===== src/hw/rtl/tsp_pkg.sv =====
// Shared types, constants and helper functions for the TCP SYN probe builder.
// No dependencies; imported by every module of the block.
package tsp_pkg;

   localparam int PROBE_WORDS  = 10;
   localparam int WORD_POS_W   = 4;
   localparam int QUEUE_DEPTH  = 2;
   localparam int QUEUE_AW     = $clog2(QUEUE_DEPTH);
   localparam int QUEUE_CNT_W  = $clog2(QUEUE_DEPTH + 1);
   localparam int CSR_INDEX_W  = 8;

   localparam logic [WORD_POS_W-1:0] LAST_WORD_POS = WORD_POS_W'(PROBE_WORDS - 1);

   // register indexes on the csr port
   localparam logic [CSR_INDEX_W-1:0] CSR_SOURCE_ADDR = CSR_INDEX_W'(0);
   localparam logic [CSR_INDEX_W-1:0] CSR_TARGET_ADDR = CSR_INDEX_W'(1);

   // word positions
   localparam logic [WORD_POS_W-1:0] W_VER_LEN  = 4'd0;
   localparam logic [WORD_POS_W-1:0] W_ID_FRAG  = 4'd1;
   localparam logic [WORD_POS_W-1:0] W_TTL_CSUM = 4'd2;
   localparam logic [WORD_POS_W-1:0] W_SRC      = 4'd3;
   localparam logic [WORD_POS_W-1:0] W_DST      = 4'd4;
   localparam logic [WORD_POS_W-1:0] W_PORTS    = 4'd5;
   localparam logic [WORD_POS_W-1:0] W_SEQ      = 4'd6;
   localparam logic [WORD_POS_W-1:0] W_ACK      = 4'd7;
   localparam logic [WORD_POS_W-1:0] W_FLAGS    = 4'd8;
   localparam logic [WORD_POS_W-1:0] W_TCP_CSUM = 4'd9;

   // fixed header words
   localparam logic [31:0] IP_VER_LEN_WORD = 32'h4500_0028;   // v4, IHL 5, length 40
   localparam logic [15:0] IP_TTL_PROTO    = 16'h4006;        // TTL 64, TCP
   localparam logic [31:0] TCP_FLAGS_WORD  = 32'h5002_FFFF;   // offset 5, SYN, window

   // constant parts of both sums (all fixed 16-bit halves added up)
   localparam logic [19:0] IP_SUM_CONST  = 20'h0852E;  // 4500 + 0028 + 4006
   localparam logic [19:0] TCP_SUM_CONST = 20'h1501B;  // 0006 + 0014 + 5002 + ffff

   typedef struct packed {
      logic [15:0] local_port;
      logic [15:0] probed_port;
      logic [31:0] sequence_number;
      logic [15:0] ip_csum;
      logic [15:0] tcp_csum;
   } probe_type;

   // end-around carry fold of a raw sum, then ones' complement
   function automatic logic [15:0] csum_fold(input logic [19:0] raw);
      logic [16:0] a;
      logic [15:0] b;
      a = {1'b0, raw[15:0]} + 17'(raw[19:16]);
      b = a[15:0] + 16'(a[16]);
      return ~b;
   endfunction

   function automatic logic [31:0] probe_word(input probe_type p,
                                              input logic [WORD_POS_W-1:0] pos,
                                              input logic [31:0] src,
                                              input logic [31:0] dst);
      logic [31:0] w;
      case (pos)
         W_VER_LEN:  w = IP_VER_LEN_WORD;
         W_ID_FRAG:  w = 32'h0;
         W_TTL_CSUM: w = {IP_TTL_PROTO, p.ip_csum};
         W_SRC:      w = src;
         W_DST:      w = dst;
         W_PORTS:    w = {p.local_port, p.probed_port};
         W_SEQ:      w = p.sequence_number;
         W_ACK:      w = 32'h0;
         W_FLAGS:    w = TCP_FLAGS_WORD;
         W_TCP_CSUM: w = {p.tcp_csum, 16'h0};
         default:    w = 32'h0;
      endcase
      return w;
   endfunction

endpackage


===== src/hw/rtl/tsp_front.sv =====
// Front end: accepts requests and works out both checksums in two stages.
// Depends on tsp_pkg.
module tsp_front
   import tsp_pkg::*;
(
   input  logic        clock,
   input  logic        reset,
   input  logic        in_valid,
   output logic        in_ready,
   input  logic [15:0] in_local_port,
   input  logic [15:0] in_probed_port,
   input  logic [31:0] in_sequence_number,
   input  logic [31:0] ip_source,
   input  logic [31:0] ip_target,
   output logic        out_valid,
   input  logic        out_ready,
   output probe_type   out_probe
);

   logic        s1_valid_ff, s1_valid_in;
   logic [15:0] s1_sport_ff, s1_dport_ff;
   logic [31:0] s1_seq_ff;
   logic [17:0] s1_addr_sum_ff, s1_item_sum_ff;

   logic        s2_valid_ff, s2_valid_in;
   logic [15:0] s2_sport_ff, s2_dport_ff;
   logic [31:0] s2_seq_ff;
   logic [19:0] s2_ip_raw_ff, s2_tcp_raw_ff;

   logic s1_ready, s2_ready, s1_load, s2_load;

   assign s2_ready = !s2_valid_ff || out_ready;
   assign s1_ready = !s1_valid_ff || s2_ready;
   assign in_ready = s1_ready;
   assign s1_load  = in_valid && s1_ready;
   assign s2_load  = s1_valid_ff && s2_ready;

   assign s1_valid_in = s1_load || (s1_valid_ff && !s2_ready);
   assign s2_valid_in = s2_load || (s2_valid_ff && !out_ready);

   always_ff @(posedge clock) begin
      if (reset) begin
         s1_valid_ff <= 1'b0;
         s2_valid_ff <= 1'b0;
      end else begin
         s1_valid_ff <= s1_valid_in;
         s2_valid_ff <= s2_valid_in;
      end
   end

   always_ff @(posedge clock) begin
      if (s1_load) begin
         s1_sport_ff    <= in_local_port;
         s1_dport_ff    <= in_probed_port;
         s1_seq_ff      <= in_sequence_number;
         s1_addr_sum_ff <= 18'(ip_source[31:16]) + 18'(ip_source[15:0])
                         + 18'(ip_target[31:16]) + 18'(ip_target[15:0]);
         s1_item_sum_ff <= 18'(in_local_port) + 18'(in_probed_port)
                         + 18'(in_sequence_number[31:16]) + 18'(in_sequence_number[15:0]);
      end
      if (s2_load) begin
         s2_sport_ff   <= s1_sport_ff;
         s2_dport_ff   <= s1_dport_ff;
         s2_seq_ff     <= s1_seq_ff;
         s2_ip_raw_ff  <= 20'(s1_addr_sum_ff) + IP_SUM_CONST;
         s2_tcp_raw_ff <= 20'(s1_addr_sum_ff) + 20'(s1_item_sum_ff) + TCP_SUM_CONST;
      end
   end

   assign out_valid                 = s2_valid_ff;
   assign out_probe.local_port      = s2_sport_ff;
   assign out_probe.probed_port     = s2_dport_ff;
   assign out_probe.sequence_number = s2_seq_ff;
   assign out_probe.ip_csum         = csum_fold(s2_ip_raw_ff);
   assign out_probe.tcp_csum        = csum_fold(s2_tcp_raw_ff);

endmodule


===== src/hw/rtl/tsp_queue.sv =====
// Short queue of finished probe descriptors between front and back end.
// Depends on tsp_pkg.
module tsp_queue
   import tsp_pkg::*;
(
   input  logic      clock,
   input  logic      reset,
   input  logic      in_valid,
   output logic      in_ready,
   input  probe_type in_data,
   output logic      out_valid,
   input  logic      out_ready,
   output probe_type out_data
);

   probe_type                entry_ff [QUEUE_DEPTH];
   logic [QUEUE_AW-1:0]      wr_ptr_ff, wr_ptr_in;
   logic [QUEUE_AW-1:0]      rd_ptr_ff, rd_ptr_in;
   logic [QUEUE_CNT_W-1:0]   count_ff, count_in;
   logic                     push, pop;

   assign in_ready  = count_ff != QUEUE_CNT_W'(QUEUE_DEPTH);
   assign out_valid = count_ff != '0;
   assign out_data  = entry_ff[rd_ptr_ff];
   assign push      = in_valid && in_ready;
   assign pop       = out_valid && out_ready;

   always_comb begin
      wr_ptr_in = wr_ptr_ff;
      rd_ptr_in = rd_ptr_ff;
      count_in  = count_ff;
      if (push)
         wr_ptr_in = (wr_ptr_ff == QUEUE_AW'(QUEUE_DEPTH - 1)) ? '0 : wr_ptr_ff + 1'b1;
      if (pop)
         rd_ptr_in = (rd_ptr_ff == QUEUE_AW'(QUEUE_DEPTH - 1)) ? '0 : rd_ptr_ff + 1'b1;
      if (push && !pop)
         count_in = count_ff + 1'b1;
      else if (pop && !push)
         count_in = count_ff - 1'b1;
   end

   always_ff @(posedge clock) begin
      if (reset) begin
         wr_ptr_ff <= '0;
         rd_ptr_ff <= '0;
         count_ff  <= '0;
      end else begin
         wr_ptr_ff <= wr_ptr_in;
         rd_ptr_ff <= rd_ptr_in;
         count_ff  <= count_in;
      end
   end

   always_ff @(posedge clock) begin
      if (push)
         entry_ff[wr_ptr_ff] <= in_data;
   end

endmodule


===== src/hw/rtl/tsp_back.sv =====
// Back end: serialises one probe descriptor into ten header words behind
// an output register. Depends on tsp_pkg.
module tsp_back
   import tsp_pkg::*;
(
   input  logic                  clock,
   input  logic                  reset,
   input  logic                  in_valid,
   output logic                  in_ready,
   input  probe_type             in_probe,
   input  logic [31:0]           ip_source,
   input  logic [31:0]           ip_target,
   output logic                  out_valid,
   input  logic                  out_ready,
   output logic [31:0]           out_word,
   output logic [WORD_POS_W-1:0] out_pos,
   output logic                  out_last
);

   probe_type             cur_ff, cur_in;
   logic                  active_ff, active_in;
   logic [WORD_POS_W-1:0] word_ff, word_in;
   logic                  rsp_valid_ff, rsp_valid_in;
   logic [31:0]           rsp_word_ff, rsp_word_in;
   logic [WORD_POS_W-1:0] rsp_pos_ff, rsp_pos_in;
   logic                  rsp_last_ff, rsp_last_in;
   logic                  emit, at_last, free, take;

   assign emit    = active_ff && (!rsp_valid_ff || out_ready);
   assign at_last = word_ff == LAST_WORD_POS;
   // the next probe is loaded in the cycle its predecessor's last word goes out
   assign free     = !active_ff || (emit && at_last);
   assign in_ready = free;
   assign take     = in_valid && free;

   always_comb begin
      cur_in       = cur_ff;
      active_in    = active_ff;
      word_in      = word_ff;
      rsp_valid_in = rsp_valid_ff && !out_ready;
      rsp_word_in  = rsp_word_ff;
      rsp_pos_in   = rsp_pos_ff;
      rsp_last_in  = rsp_last_ff;
      if (emit) begin
         rsp_valid_in = 1'b1;
         rsp_word_in  = probe_word(cur_ff, word_ff, ip_source, ip_target);
         rsp_pos_in   = word_ff;
         rsp_last_in  = at_last;
         word_in      = word_ff + 1'b1;
         if (at_last)
            active_in = 1'b0;
      end
      if (take) begin
         cur_in    = in_probe;
         word_in   = '0;
         active_in = 1'b1;
      end
   end

   always_ff @(posedge clock) begin
      if (reset) begin
         active_ff    <= 1'b0;
         word_ff      <= '0;
         rsp_valid_ff <= 1'b0;
      end else begin
         active_ff    <= active_in;
         word_ff      <= word_in;
         rsp_valid_ff <= rsp_valid_in;
      end
   end

   always_ff @(posedge clock) begin
      cur_ff      <= cur_in;
      rsp_word_ff <= rsp_word_in;
      rsp_pos_ff  <= rsp_pos_in;
      rsp_last_ff <= rsp_last_in;
   end

   assign out_valid = rsp_valid_ff;
   assign out_word  = rsp_word_ff;
   assign out_pos   = rsp_pos_ff;
   assign out_last  = rsp_last_ff;

endmodule


===== src/hw/rtl/tcp_syn_probe_builder_ipv4.sv =====
// Top level of the TCP SYN probe builder: address registers, front end,
// descriptor queue and word serialiser. Depends on tsp_pkg and the tsp_* modules.
//
// Each request (local port, probed port, sequence number) yields one 40-byte
// IPv4+TCP SYN probe as ten 32-bit words on rsp_, first wire byte in bits
// 31..24, word index on rsp_tuser and rsp_tlast on word 9. Both checksums are
// computed in a two-stage front end; finished descriptors wait in a two-entry
// queue while the serialiser emits one word per cycle unless rsp_tready stalls
// it, so sustained throughput is set by the single 32-bit output channel. Each
// request's first word follows the front end, queue and descriptor register.
// Source and target addresses are written on the csr_ port (index 0 and 1;
// other indexes are ignored) and must only change while no probe is in flight.
module tcp_syn_probe_builder_ipv4
   import tsp_pkg::*;
(
   input  logic                   clock,
   input  logic                   reset,
   input  logic                   req_tvalid,
   output logic                   req_tready,
   // [15:0] local_port, [31:16] probed_port, [63:32] sequence_number
   input  logic [63:0]            req_tdata,
   output logic                   rsp_tvalid,
   input  logic                   rsp_tready,
   // [31:0] packet_word
   output logic [31:0]            rsp_tdata,
   // [3:0] word_position
   output logic [WORD_POS_W-1:0]  rsp_tuser,
   output logic                   rsp_tlast,
   input  logic                   csr_valid,
   output logic                   csr_ready,
   input  logic [CSR_INDEX_W-1:0] csr_index,
   input  logic [31:0]            csr_data
);

   logic [31:0] ip_source_ff, ip_source_in;
   logic [31:0] ip_target_ff, ip_target_in;

   logic      fq_valid, fq_ready;
   probe_type fq_probe;
   logic      qb_valid, qb_ready;
   probe_type qb_probe;

   assign csr_ready = 1'b1;

   always_comb begin
      ip_source_in = ip_source_ff;
      ip_target_in = ip_target_ff;
      if (csr_valid && csr_ready) begin
         case (csr_index)
            CSR_SOURCE_ADDR: ip_source_in = csr_data;
            CSR_TARGET_ADDR: ip_target_in = csr_data;
            default: ;
         endcase
      end
   end

   always_ff @(posedge clock) begin
      if (reset) begin
         ip_source_ff <= '0;
         ip_target_ff <= '0;
      end else begin
         ip_source_ff <= ip_source_in;
         ip_target_ff <= ip_target_in;
      end
   end

   tsp_front u_front (
      .clock              (clock),
      .reset              (reset),
      .in_valid           (req_tvalid),
      .in_ready           (req_tready),
      .in_local_port      (req_tdata[15:0]),
      .in_probed_port     (req_tdata[31:16]),
      .in_sequence_number (req_tdata[63:32]),
      .ip_source          (ip_source_ff),
      .ip_target          (ip_target_ff),
      .out_valid          (fq_valid),
      .out_ready          (fq_ready),
      .out_probe          (fq_probe)
   );

   tsp_queue u_queue (
      .clock     (clock),
      .reset     (reset),
      .in_valid  (fq_valid),
      .in_ready  (fq_ready),
      .in_data   (fq_probe),
      .out_valid (qb_valid),
      .out_ready (qb_ready),
      .out_data  (qb_probe)
   );

   tsp_back u_back (
      .clock     (clock),
      .reset     (reset),
      .in_valid  (qb_valid),
      .in_ready  (qb_ready),
      .in_probe  (qb_probe),
      .ip_source (ip_source_ff),
      .ip_target (ip_target_ff),
      .out_valid (rsp_tvalid),
      .out_ready (rsp_tready),
      .out_word  (rsp_tdata),
      .out_pos   (rsp_tuser),
      .out_last  (rsp_tlast)
   );

`ifndef NO_ASSERTIONS
   // tlast marks exactly the final word position
   a_last_pos : assert property (@(posedge clock) disable iff (reset)
      rsp_tvalid |-> (rsp_tlast == (rsp_tuser == LAST_WORD_POS)))
      else $error("tlast does not match word position");

   // within a probe the words follow without gaps and in order
   a_word_seq : assert property (@(posedge clock) disable iff (reset)
      (rsp_tvalid && rsp_tready && !rsp_tlast) |=>
         (rsp_tvalid && (rsp_tuser == $past(rsp_tuser) + 1'b1)))
      else $error("probe word skipped or stalled inside a probe");

   // a new probe always starts at word zero
   a_probe_start : assert property (@(posedge clock) disable iff (reset)
      (rsp_tvalid && rsp_tready && rsp_tlast) |=>
         (!rsp_tvalid || (rsp_tuser == W_VER_LEN)))
      else $error("probe does not start at word zero");
`endif

endmodule


===== config.mk =====
export PLATFORM = sky130hd
export DESIGN_NAME = tcp_syn_probe_builder_ipv4
export DESIGN_NICKNAME = d
export VERILOG_FILES = /design/src/hw/rtl/tsp_pkg.sv /design/src/hw/rtl/tsp_front.sv /design/src/hw/rtl/tsp_queue.sv /design/src/hw/rtl/tsp_back.sv /design/src/hw/rtl/tcp_syn_probe_builder_ipv4.sv
export SDC_FILE = /design/constraint.sdc
export NUM_CORES = 1
export LEC_CHECK = 0
export BUFFER_PORTS_ARGS = -buffer_cell sky130_fd_sc_hd__buf_2
export CORE_ASPECT_RATIO = 1.75
export CORE_UTILIZATION = 45
export CTS_CLUSTER_DIAMETER = 60
export DETAILED_ROUTE_END_ITERATION = 7
export HOLD_SLACK_MARGIN = 0.05
export PLACE_DENSITY = 0.69
export SYNTH_ARGS = -nofsm -noshare
export SYNTH_HDL_FRONTEND = slang
export SYNTH_SLANG_ARGS = --single-unit

===== constraint.sdc =====
create_clock -name clock -period 5.52 [get_ports clock]
set_input_delay 0.552 -clock clock [delete_from_list [all_inputs] [get_ports clock]]
set_output_delay 0.552 -clock clock [all_outputs]
set_load 0.005 [all_outputs]

# Word level (Yosys, flattened, before mapping)
# Memories as Yosys holds them, arrays and structs flattened. A register that Yosys moved wholly into a read port is not among the register bits.
# Cells that the tools add are included.
# totals
out_inout_bits	40
mem_count	1
inputBits	109
regBits	317
mem_bits_rw	192
elab_cells	100
# memory_table
name	depth	word_bits	read_ports	rd_clocked_by_memory_dff	write_ports	line	source
u_queue.entry_ff	2	96	1	1	1	tsp_queue.sv:16	probe_type entry_ff [QUEUE_DEPTH];
# classes
add_sub_neg	18
n_mux	11
n_eq_ne	9
reduce_logical	36
n_bitwise	2
# op_table
op	n
$pmux W32 S8	1
$add A18 B16 Y18	4
$add A16 B16 Y17	2
$add A16 B4 Y17	2
$add A16 B1 Y16	2
$not A16 Y16	2
$add A20 B17 Y20 const B	1
$add A18 B16 Y19 const B	1
$add A18 B18 Y19	1
$eq A4 B3 Y1 const B	3
$logic_and A1 B1 Y1	11
$logic_not A1 Y1	9
$eq A4 B2 Y1 const B	2
$eq A4 B4 Y1 const B	2
$eq A8 B1 Y1 const B	1
$logic_not A8 Y1	1
$mux W1	8
$reduce_bool A2 Y1	4
$logic_or A1 B1 Y1	6
$reduce_and A2 Y1	3
$add A4 B1 Y4 const B	1
$logic_not A4 Y1	1
$mux W2	2
$add A1 B1 Y1 const B	2
4 further kinds	4

# Longest topological paths before layout
# Gate-level depths: netlist of run 1.
# logic_depth
depth_word	9
mapped_depth	20
depth_no_buf	20

# By module
# A second synthesis of run 1 with hierarchy kept.
# unflattened
cells_unflattened	1958
hier_area_um2	27888.0
# by_module_without_submodules
module	instances	area_per_inst_um2	seq_area_each_um2	cells_each
tsp_front	1	12209.2	6135.9	1026
tsp_queue	1	7350.8	5865.6	323
tsp_back	1	5597.9	4113.9	360
tcp_syn_probe_builder_ipv4	1	2730.1	1281.2	249

# Worst setup path before layout of run 1
# Ideal clock, no wire load.
# synth_timing
path_kind	reg2reg
from	reg u_queue.count_ff[0]
to	reg u_front.s2_dport_ff[0] (enable)
arrival_time_ps	5177
path_stages_with_launch	4
setup_slack_ps	-235
n_path_buf	0
setup_ps	578
path_cell_list	dfxtp_1 > nand2b_1 > nor2_1 > nor2b_1
# synth_between
elab_chain_len	3
# synth_lines
item	line	source
from (decl)	tsp_queue.sv:19	logic [QUEUE_CNT_W-1:0] count_ff, count_in;
from (signal assigned)	tsp_queue.sv:50	count_ff <= count_in;
$ne A2 B2 Y1	tsp_queue.sv:22	assign in_ready = count_ff != QUEUE_CNT_W'(QUEUE_DEPTH);
$logic_or A1 B1 Y1	tsp_front.sv:32	assign s2_ready = !s2_valid_ff || out_ready;
$logic_and A1 B1 Y1	tsp_front.sv:36	assign s2_load = s1_valid_ff && s2_ready;
net u_front.s2_load	tsp_front.sv:30	logic s1_ready, s2_ready, s1_load, s2_load;
to (signal assigned)	tsp_front.sv:63	s2_dport_ff <= s1_dport_ff;
to (decl)	tsp_front.sv:26	logic [15:0] s2_sport_ff, s2_dport_ff;
# The timed path passes the listed nets, and every way through them passes these cells.
# A chain may end at the register's enable or synchronous reset.

# Worst setup path after layout of run 1
# layout_timing
from	reg ip_source_ff[0]
to	reg u_front.s1_addr_sum_ff[16] (data pin)
# layout_between
elab_chain_len	3
# layout_lines
item	line	source
from (decl)	tcp_syn_probe_builder_ipv4.sv:35	logic [31:0] ip_source_ff, ip_source_in;
from (signal assigned)	tcp_syn_probe_builder_ipv4.sv:62	ip_source_ff <= ip_source_in;
$add A16 B16 Y17	tsp_front.sv:56	s1_addr_sum_ff <= 18'(ip_source[31:16]) + 18'(ip_source[15:0])
$add A18 B16 Y18 (2 in series)	tsp_front.sv:57	+ 18'(ip_target[31:16]) + 18'(ip_target[15:0]);
to (signal assigned)	tsp_front.sv:56	
to (decl)	tsp_front.sv:23	logic [17:0] s1_addr_sum_ff, s1_item_sum_ff;
# Every way passes these cells.

==> results of run 1 <==
-- through the flow --
step	worst slack [ns]	hold slack, ns
floorplan	0.343	0.400
global placement	0.703	0.401
detailed placement	0.560	0.405
CTS	0.623	0.0899
global route	0.243	0.106
finish	0.570	0.135
-- cell type report --
type                    instances  area (um^2)
fillers                      5057        28800
flip-flops and latches        604        17400
multi-input cells            1227         9060
clock buffers                  64         1430
well taps                     780          976
repair buffers                164          888
inverters                     159          598
clock inverters                40          392
-- flip-flops by register name, indices dropped and copies added (netlist names), 19 cells and up --
signal / count
ip_source_ff: 32
u_queue.entry_ff: 192
ip_target_ff: 32
u_back.cur_ff: 96
u_front.s2_ip_raw_ff: 19
u_front.s2_tcp_raw_ff: 20
u_back.out_word: 32
u_front.s2_seq_ff: 32
u_front.s1_seq_ff: 32
-- layout by cell type (no fill, tap or decap), types with 30 or more instances in the layout --
cell type / count
ha_1: 100
xor2_1: 62
fa_1: 39
clkbuf_16: 56
inv_1: 158
a21oi_1: 116
dfxtp_1: 75
xnor2_1: 82
nand2_1: 222
nand3_1: 30
buf_2: 147
o21ai_0: 39
a22oi_1: 62
edfxtp_1: 528
nor2_1: 89
mux2_2: 96
-- logic make-up (layout without fill, tap and decap cells) --
kind of cell,Yosys count,in the layout
fa+ha+maj,140,140
mux,100,100
compound gates,354,354
other cells,1,1
xor+xnor,144,144
flops,604,604
simple gates,488,488
buf+inv,218,427
-- power by group through the flow --
stage | clock [mW] | sequential, mW | combinational (mW)
6_report | 3.84 | 6.29 | 2.88
5_1_grt | 4.08 | 6.34 | 3.17
4_1_cts | 3.92 | 6.28 | 2.91
3_5_place_dp | 0 | 6.38 | 2.89
3_3_place_gp | 0 | 6.36 | 2.83
2_1_floorplan | 0 | 6.21 | 2.14
-- worst min path at each step --
stage                                start                endpoint  slack (ns)  cells past startpoint
finish                       req_tdata[55]   u_front.s1_seq_ff[23]        0.14                      1
global route                 req_tdata[55]   u_front.s1_seq_ff[23]        0.11                      1
CTS                          req_tdata[24]  u_front.s1_dport_ff[8]        0.09                      1
detailed placement  u_front.s1_dport_ff[5]  u_front.s2_dport_ff[5]        0.40                      0
global placement    u_front.s1_dport_ff[3]  u_front.s2_dport_ff[3]        0.40                      0
floorplan           u_front.s1_dport_ff[0]  u_front.s2_dport_ff[0]        0.40                      0
-- routing by layer --
metal / vias up / global-route usage / part of all wire
met5: - / 0 / 0.00014
met4: 2 / 0.0921 / 0.040
met3: 129 / 0.0264 / 0.052
met2: 575 / 0.390 / 0.52
met1: 8188 / 0.255 / 0.39
li1: 7760 / - / -
==> impl_metrics.tcl, run 1 <==
set metrics [dict create \
    place_area_mm2 0.0289 \
    ctsHoldBuffers 0 \
    peakVddDrop_mv 0.296 \
    syn_to_final_growth_pct 12.9 \
    r2r-end "u_front.s1_addr_sum_ff[16]" \
    grt_max_degree 104 \
    synth_top_family_by_area "compound AO/OA/AOI/OAI gates" \
    stdcell_area_mm2 0.0307 \
    cts-root-buf "clkbuf_16" \
    synth_compound_area_frac 0.0851 \
    hold_path.class "primary input to flip-flop" \
    netlist.top_cell.by_area "edfxtp_1" \
    grt_pass1_vias 17044 \
    slowest_stage "fa_1" \
    instances_no_fill 3038 \
    cts_buffers 56 \
    synthMuxAreaShare 0.0412 \
    wl_per_cell_um 21.5 \
    critPathKind "flip-flop to flip-flop" \
    p_sw_mw 3.76 \
    synth_top_area_frac 0.583 \
    synth_edf_count 528 \
    critPathBufInv 1 \
    path_cells "ha_1 -> fa_1 -> a21o_1 -> a21oi_1 -> nor2b_1 -> o21a_1 -> o311a_1 -> nor3_1 -> xor2_1 -> fa_1 -> inv_1 -> ha_1 -> nor3_1 -> o2111ai_1 -> a31oi_1 -> nor2b_1 -> o21a_1 -> o41ai_1 -> xnor2_1" \
    yosys_warnings 0 \
    clkPwrFrac 0.295 \
    antenna_found_initial 3 \
    hpwl_mm 47.6 \
    cts_tree "done" \
    finalMaxSlewViolations 0 \
    startpoint "ip_source_ff[0]" \
    die_h_um 327 \
    drc 0 \
    internal_power_mw 9.25 \
    grt_pass1_wl_mm 99.0 \
    clk_path_buf_depth 3 \
    synth-simple-area-share 0.0831 \
    syn_area_mm2 0.0272 \
    drive_gt1_frac 0.166 \
    io_buffers 147 \
    die-area_mm2 0.0615 \
    place_congestion 0.929 \
    fin_skew_ns 0.0162 \
    worstSetupPathDepth 19 \
    reg2reg_slack_ns 0.57 \
    antenna-diode-count 0 \
    drv_cap 0 \
    drt_iter0_drc 1244 \
    power.density_mw_per_mm2 423 \
    ys_ff_latch 604 \
    slowest_delay_ns 0.50 \
    cts_setup_buffers 0 \
    critPathLaunchType "flip-flop" \
    synth.most_common_cell "edfxtp_1" \
    synthAdderAreaFrac 0.0751 \
    rsz0062_at_grt "no" \
    grt-ovfl-total 0 \
    vias 16654 \
    synth-main-ff-cell "edfxtp_1" \
    finalPower_mw 13.0 \
    synth-seq-area-share 0.639 \
    synth-xor-area-share 0.0464 \
    p_leak_nw 11.3 \
    pwr-share-comb 0.221 \
    layout_min_cycle_time_ns 4.95 \
    swShare 0.289 \
    cts-htree-levels 2 \
    place_inst 2934 \
    maxSlewHeadroom 0.257 \
    path_clk_slew_ns 0.07 \
    viasPerCell 5.48 \
    final_util 0.516 \
    status "finished clean" \
    reg2reg_depth 19 \
    core_mm2 0.0595 \
    seqPwrFrac 0.483 \
    dieWidth_um 188 \
    regToRegStartpoint "ip_source_ff[0]" \
    synthTopCellsByCount "edfxtp_1 (528), nand2_1 (222), inv_1 (159)" \
    setup_tns_ns 0 \
    nNetsFinal 2460 \
    globalRouteTotalUtil 0.215 \
    setup_viol 0 \
    io_pins 149 \
    cts.sinks 604 \
    ctsResizeCount 0 \
    totalWireLength_mm 65.4 \
    rows 118 \
    endpoint_kind "flip-flop" \
    critical_path_arrival_ns 5.30 \
    syn-instance-count 2049 \
    synthTopCellsByArea "edfxtp_1 (58%), dfxtp_1 (5.6%), ha_1 (4.6%)" \
    worstPathRequired_ns 5.87 \
    synth.distinct_cells 72 \
    worstMarginPinSlew_ns 1.11 \
    cp_top_family "compound AO/OA/AOI/OAI gates" \
    initial_utilization 0.457 \
    crit_end "u_front.s1_addr_sum_ff[16]" \
    finalCritPeriodShare 0.897 \
    syn_nets 2297 \
    insertion_delay_ns 0.62 \
    crit_fanout 5 \
    antenna_left 0 \
    firstDrtPassIters 5 \
    hold_viol_final 0 \
    max_freq_mhz 202 \
    synth_async_sr_flop_share 0 \
    avgSynthCellArea_um2 13.3 \
]
No activity file was read; power rests on OpenSTA's default activity.
==> inputs of run 2 (changes only) <==
--- a/config.mk
+++ b/config.mk
@@ -11,7 +11,7 @@
 export CTS_CLUSTER_DIAMETER = 60
 export DETAILED_ROUTE_END_ITERATION = 7
 export HOLD_SLACK_MARGIN = 0.05
-export PLACE_DENSITY = 0.69
+export PLACE_DENSITY = 0.67
 export SYNTH_ARGS = -nofsm -noshare
 export SYNTH_HDL_FRONTEND = slang
 export SYNTH_SLANG_ARGS = --single-unit
==> run 2 against run 1 <==
Compared with the run above: cell area rose by 0.36%; sequential power is essentially flat; die area did not move; fmax increased by 4.9%; clock skew rose by 0.017 ns; power is 1.3% higher; clock-buffer cell count increased by 4; combinational power barely moved; register-to-register slack improved by 0.23 ns; non-clock buffer count up 3; clock power rose by 4%; critical path depth stayed put.
==> impl_metrics.tcl, run 2 (synthesis gave the netlist of run 1 again) <==
set metrics [dict create \
    fin_skew_ns 0.0329 \
    worstPathRequired_ns 5.89 \
    critPathKind "flip-flop to flip-flop" \
    grt-ovfl-total 0 \
    rows 118 \
    setup_viol 0 \
    reg_top3 "u_queue.entry_ff: 192 flops, u_back.cur_ff: 96 flops" \
    initial_utilization 0.457 \
    reg2reg_depth 19 \
    reg2reg_slack_ns 0.80 \
    path_cells "ha_1 -> fa_1 -> a21o_1 -> a21oi_1 -> nor2b_1 -> o21a_1 -> o311a_1 -> nor3_1 -> xor2_1 -> fa_1 -> inv_1 -> ha_1 -> nor3_1 -> o2111ai_1 -> a31oi_1 -> nor2b_1 -> o21a_1 -> o41ai_1 -> xnor2_1" \
    layout_min_cycle_time_ns 4.72 \
    viasPerCell 5.45 \
    hold_ws_ns 0.122 \
    drc 0 \
    max_freq_mhz 212 \
    slowest_stage "fa_1" \
    final_cell_mix "edfxtp_1 (528), nand2_1 (222), inv_1 (158)" \
    nNetsFinal 2463 \
    io_buffers 147 \
    ctsResizeCount 0 \
    maxSlewHeadroom 0.276 \
    vias 16594 \
    globalRouteTotalUtil 0.213 \
    finalCritPeriodShare 0.855 \
    grt_pass1_wl_mm 98.2 \
    cp_top_family "compound AO/OA/AOI/OAI gates" \
    final_common_cell "edfxtp_1" \
    status "finished clean" \
    p_leak_nw 11.4 \
    dieWidth_um 188 \
    hp-start "req_tdata[16]" \
    antenna_left 0 \
    core_mm2 0.0595 \
    peakVddDrop_mv 0.308 \
    slowest_delay_ns 0.50 \
    place_congestion 0.918 \
    setup_tns_ns 0 \
    critical_path_arrival_ns 5.09 \
    die-area_mm2 0.0615 \
    regMostFlops "u_queue.entry_ff" \
    cts_buffers 56 \
    hold_depth 1 \
    min_to "u_front.s1_dport_ff[0]" \
    fill_cells 5049 \
    io_pins 149 \
    r2r-end "u_front.s1_addr_sum_ff[16]" \
    finalMaxSlewViolations 0 \
    path_clk_slew_ns 0.07 \
    die_h_um 327 \
    antenna_found_initial 1 \
    endpoint_kind "flip-flop" \
    hold_path.class "primary input to flip-flop" \
    critPathLaunchType "flip-flop" \
    power.density_mw_per_mm2 427 \
    cts-htree-levels 2 \
    grt_max_degree 74 \
    insertion_delay_ns 0.63 \
    wl_per_cell_um 21.3 \
    crit_fanout 5 \
    cts-root-buf "clkbuf_16" \
    drt_iter0_drc 1193 \
    drive_gt1_frac 0.171 \
    worstMarginPinSlew_ns 1.08 \
    firstDrtPassIters 5 \
    regToRegStartpoint "ip_source_ff[0]" \
    rsz0062_at_grt "no" \
    largest_reg_flops 192 \
    clk_path_buf_depth 3 \
    ctsHoldBuffers 0 \
    cts_tree "done" \
    hpwl_mm 48.4 \
    drv_cap 0 \
    cts.sinks 604 \
    syn_to_final_growth_pct 13.4 \
    critPathBufInv 1 \
    totalWireLength_mm 64.9 \
    cts_setup_buffers 0 \
    hold_viol_final 0 \
    grt_pass1_vias 16945 \
]
-- run 2: cell types whose count changed in the layout (fill, tap and decap cells not counted), sizes merged --
cell | before | now
clkbuf | 64 | 68
diode | 0 | 1
inv | 162 | 164
clkinvlp | 2 | 6
clkinv | 29 | 21
buf | 164 | 167
-- run 2: worst max-delay path by stage --
| stage | from | endpoint | slack (ns) | depth (start not counted) |
|---|---|---|---|---|
| 3_5_place_dp | req_tdata[0] | u_front.s1_item_sum_ff[16] | 0.64 | 21 |
| 2_1_floorplan | u_queue.count_ff[0] | u_queue.entry_ff[0][0] | 0.34 | 3 |
| 6_report | ip_source_ff[0] | u_front.s1_addr_sum_ff[16] | 0.80 | 19 |
| 5_1_grt | ip_source_ff[0] | u_front.s1_addr_sum_ff[16] | 0.45 | 19 |
| 3_3_place_gp | req_tdata[0] | u_front.s1_item_sum_ff[16] | 0.69 | 21 |
| 4_1_cts | ip_source_ff[0] | u_front.s1_addr_sum_ff[16] | 0.80 | 19 |
-- run 2: metal layers --
layer  GRT usage  vias to the layer above  part of all wire  wire (um)
met4       0.100                        0             0.048       3090
met3      0.0251                      121             0.045       2950
met1       0.252                     8145              0.39      25300
met5           0                        -                 0          0
met2       0.383                      555              0.52      33600
li1            -                     7773                 -          -
-- run 2: metrics by stage --
step	cells	area, um^2	setup WS (ns)	util	total power [mW]
after global placement	2937	28900	0.693	0.486	9.23
after CTS	3043	30800	0.804	0.518	13.3
after detailed placement	2937	28900	0.639	0.486	9.32
after global routing	3044	30800	0.449	0.518	13.7
after floorplan	2049	27200	0.343	-	8.34
final	3044	30800	0.803	0.518	13.2
-- run 2: layout make-up --
cell class	instances	area (um^2)	area share
Tap cell	780	976	0.0317
Antenna cell	1	2.50	0.0000812
Clock buffer	68	1500	0.0486
Sequential cell	604	17400	0.564
Multi-Input combinational cell	1227	9050	0.294
Timing Repair Buffer	167	886	0.0287
Inverter	159	598	0.0194
Clock inverter	38	439	0.0142
-- run 2: power breakdown --
part           switching, mW  internal (mW)
sequential             0.386           5.92
combinational           1.71           1.18
clock                   1.73           2.25
total                   3.83           9.35
==> inputs of run 3 (changes only) <==
--- a/config.mk
+++ b/config.mk
@@ -5,13 +5,13 @@
 export SDC_FILE = /design/constraint.sdc
 export NUM_CORES = 1
 export LEC_CHECK = 0
-export BUFFER_PORTS_ARGS = -buffer_cell sky130_fd_sc_hd__buf_2
+export BUFFER_PORTS_ARGS = -buffer_cell sky130_fd_sc_hd__buf_4
 export CORE_ASPECT_RATIO = 1.75
 export CORE_UTILIZATION = 45
 export CTS_CLUSTER_DIAMETER = 60
 export DETAILED_ROUTE_END_ITERATION = 7
 export HOLD_SLACK_MARGIN = 0.05
-export PLACE_DENSITY = 0.67
+export PLACE_DENSITY = 0.73
 export SYNTH_ARGS = -nofsm -noshare
 export SYNTH_HDL_FRONTEND = slang
 export SYNTH_SLANG_ARGS = --single-unit
==> run 3 against run 2 <==
Compared with the run above: first-iteration DRC count shrank 12%; clock power grew 3%; core utilization increased by 0.63 points; sequential cell count unchanged; hold slack worse by 0.0050 ns; critical endpoint unchanged.
==> impl_metrics.tcl, run 3 (synthesis gave the netlist of run 1 again) <==
set metrics [dict create \
    cts.sinks 604 \
    io_buffers 147 \
    largest_reg_flops 192 \
    final_cell_mix "edfxtp_1 (528), nand2_1 (222), buf_4 (164)" \
    hold_depth 1 \
    cts-root-buf "clkbuf_16" \
    startpoint "ip_source_ff[1]" \
    reg_top3 "u_queue.entry_ff: 192 flops, u_back.cur_ff: 96 flops" \
    ctsResizeCount 0 \
    layout_setup_ws_ns 0.648 \
    drv_cap 0 \
    wl_per_cell_um 21.6 \
    critPathKind "flip-flop to flip-flop" \
    core_mm2 0.0595 \
    vias 16661 \
    endpoint_kind "flip-flop" \
    power.density_mw_per_mm2 427 \
    critical_path_arrival_ns 5.24 \
    r2r-end "u_front.s1_addr_sum_ff[16]" \
    worstPathRequired_ns 5.89 \
    drive_gt1_frac 0.166 \
    peakVddDrop_mv 0.289 \
    die-area_mm2 0.0615 \
    regToRegStartpoint "ip_source_ff[1]" \
    reg2reg_depth 20 \
    viasPerCell 5.48 \
    finalPower_mw 13.3 \
    antenna_left 0 \
    max_freq_mhz 205 \
    rows 118 \
    hold_path.class "primary input to flip-flop" \
    finalCritPeriodShare 0.883 \
    cts_setup_buffers 0 \
    setup_viol 0 \
    die_h_um 327 \
    worstMarginPinSlew_ns 1.22 \
    syn_to_final_growth_pct 14.7 \
    insertion_delay_ns 0.63 \
    clk_path_buf_depth 3 \
    grt_pass1_wl_mm 99.4 \
    reg2reg_slack_ns 0.65 \
    hpwl_mm 47.8 \
    path_clk_slew_ns 0.07 \
    firstDrtPassIters 7 \
    maxSlewHeadroom 0.188 \
    status "finished clean" \
    final_common_cell "edfxtp_1" \
    hold_viol_final 0 \
    globalRouteTotalUtil 0.216 \
    antenna_found_initial 3 \
    setup_tns_ns 0 \
    cts_tree "done" \
    critPathLaunchType "flip-flop" \
    place_congestion 0.886 \
    grt-ovfl-total 0 \
    p_leak_nw 11.5 \
    dieWidth_um 188 \
    rsz0062_at_grt "no" \
    fin_skew_ns 0.0346 \
    grt_pass1_vias 17385 \
    cts-htree-levels 2 \
    dp_slack_ns 0.542 \
    ctsHoldBuffers 0 \
    layout_min_cycle_time_ns 4.87 \
    totalWireLength_mm 65.8 \
    final_util 0.525 \
    drt_iter0_drc 1048 \
    crit_fanout 5 \
    nNetsFinal 2460 \
    io_pins 149 \
    place_area_mm2 0.0292 \
    finalMaxSlewViolations 0 \
    stdcell_area_mm2 0.0312 \
    grt_max_degree 74 \
    regMostFlops "u_queue.entry_ff" \
    initial_utilization 0.457 \
    drc 0 \
    crit_end "u_front.s1_addr_sum_ff[16]" \
    cts_buffers 56 \
]
run 3: per-stage QoR:
stage | std cells | hold slack (ns)
floorplan | 2049 | 0.400
global placement | 2934 | 0.404
detailed placement | 2934 | 0.405
CTS | 3040 | 0.0882
global route | 3042 | 0.0996
finish | 3042 | 0.117
run 3: final cells by class:
type | count | area (um^2)
Clock inverter | 37 | 439
Multi-Input combinational cell | 1227 | 9060
Antenna cell | 2 | 5.00
Tap cell | 780 | 976
Clock buffer | 69 | 1520
Timing Repair Buffer | 164 | 1230
Fill cell | 4902 | 28300
Sequential cell | 604 | 17400
Inverter | 159 | 598
run 3: worst min-delay path by stage:
stage,startpoint,endpoint
3_5_place_dp,u_front.s1_seq_ff[28],u_front.s2_seq_ff[28]
2_1_floorplan,u_front.s1_dport_ff[0],u_front.s2_dport_ff[0]
5_1_grt,req_tdata[35],u_front.s1_seq_ff[3]
3_3_place_gp,u_front.s1_dport_ff[11],u_front.s2_dport_ff[11]
6_report,req_tdata[39],u_front.s1_seq_ff[7]
4_1_cts,req_tdata[38],u_front.s1_seq_ff[6]
run 3: power by group:
group / leakage (nW) / internal [mW] / switching (mW) / total (mW)
clock network: 0.962 / 2.39 / 1.70 / 4.09
logic: 5.01 / 1.24 / 1.68 / 2.92
registers: 5.56 / 5.92 / 0.405 / 6.33
total: 11.5 / 9.55 / 3.79 / 13.3
run 3: critical path, cell delays in order (launching register included):
cell      delay [ns]
dfxtp_1         0.42
ha_1            0.26
a21o_1          0.19
a21o_1          0.23
a211oi_1        0.44
nor2_1          0.10
o21a_1          0.19
o21ai_0         0.23
nand2b_1        0.09
a21oi_1         0.17
xor2_1          0.10
fa_1            0.49
inv_1           0.04
ha_1            0.36
nor3_1          0.19
nor2_1          0.07
a31oi_1         0.26
nor2b_1         0.08
o21a_1          0.19
o41ai_1         0.39
xnor2_1         0.14
run 3: routing by layer:
metal	wire (um)	vias to the layer above	track usage
met1	24800	8122	0.251
met5	0	-	0
met2	33900	611	0.388
li1	-	7761	-
met4	3360	0	0.111
met3	3800	167	0.0275
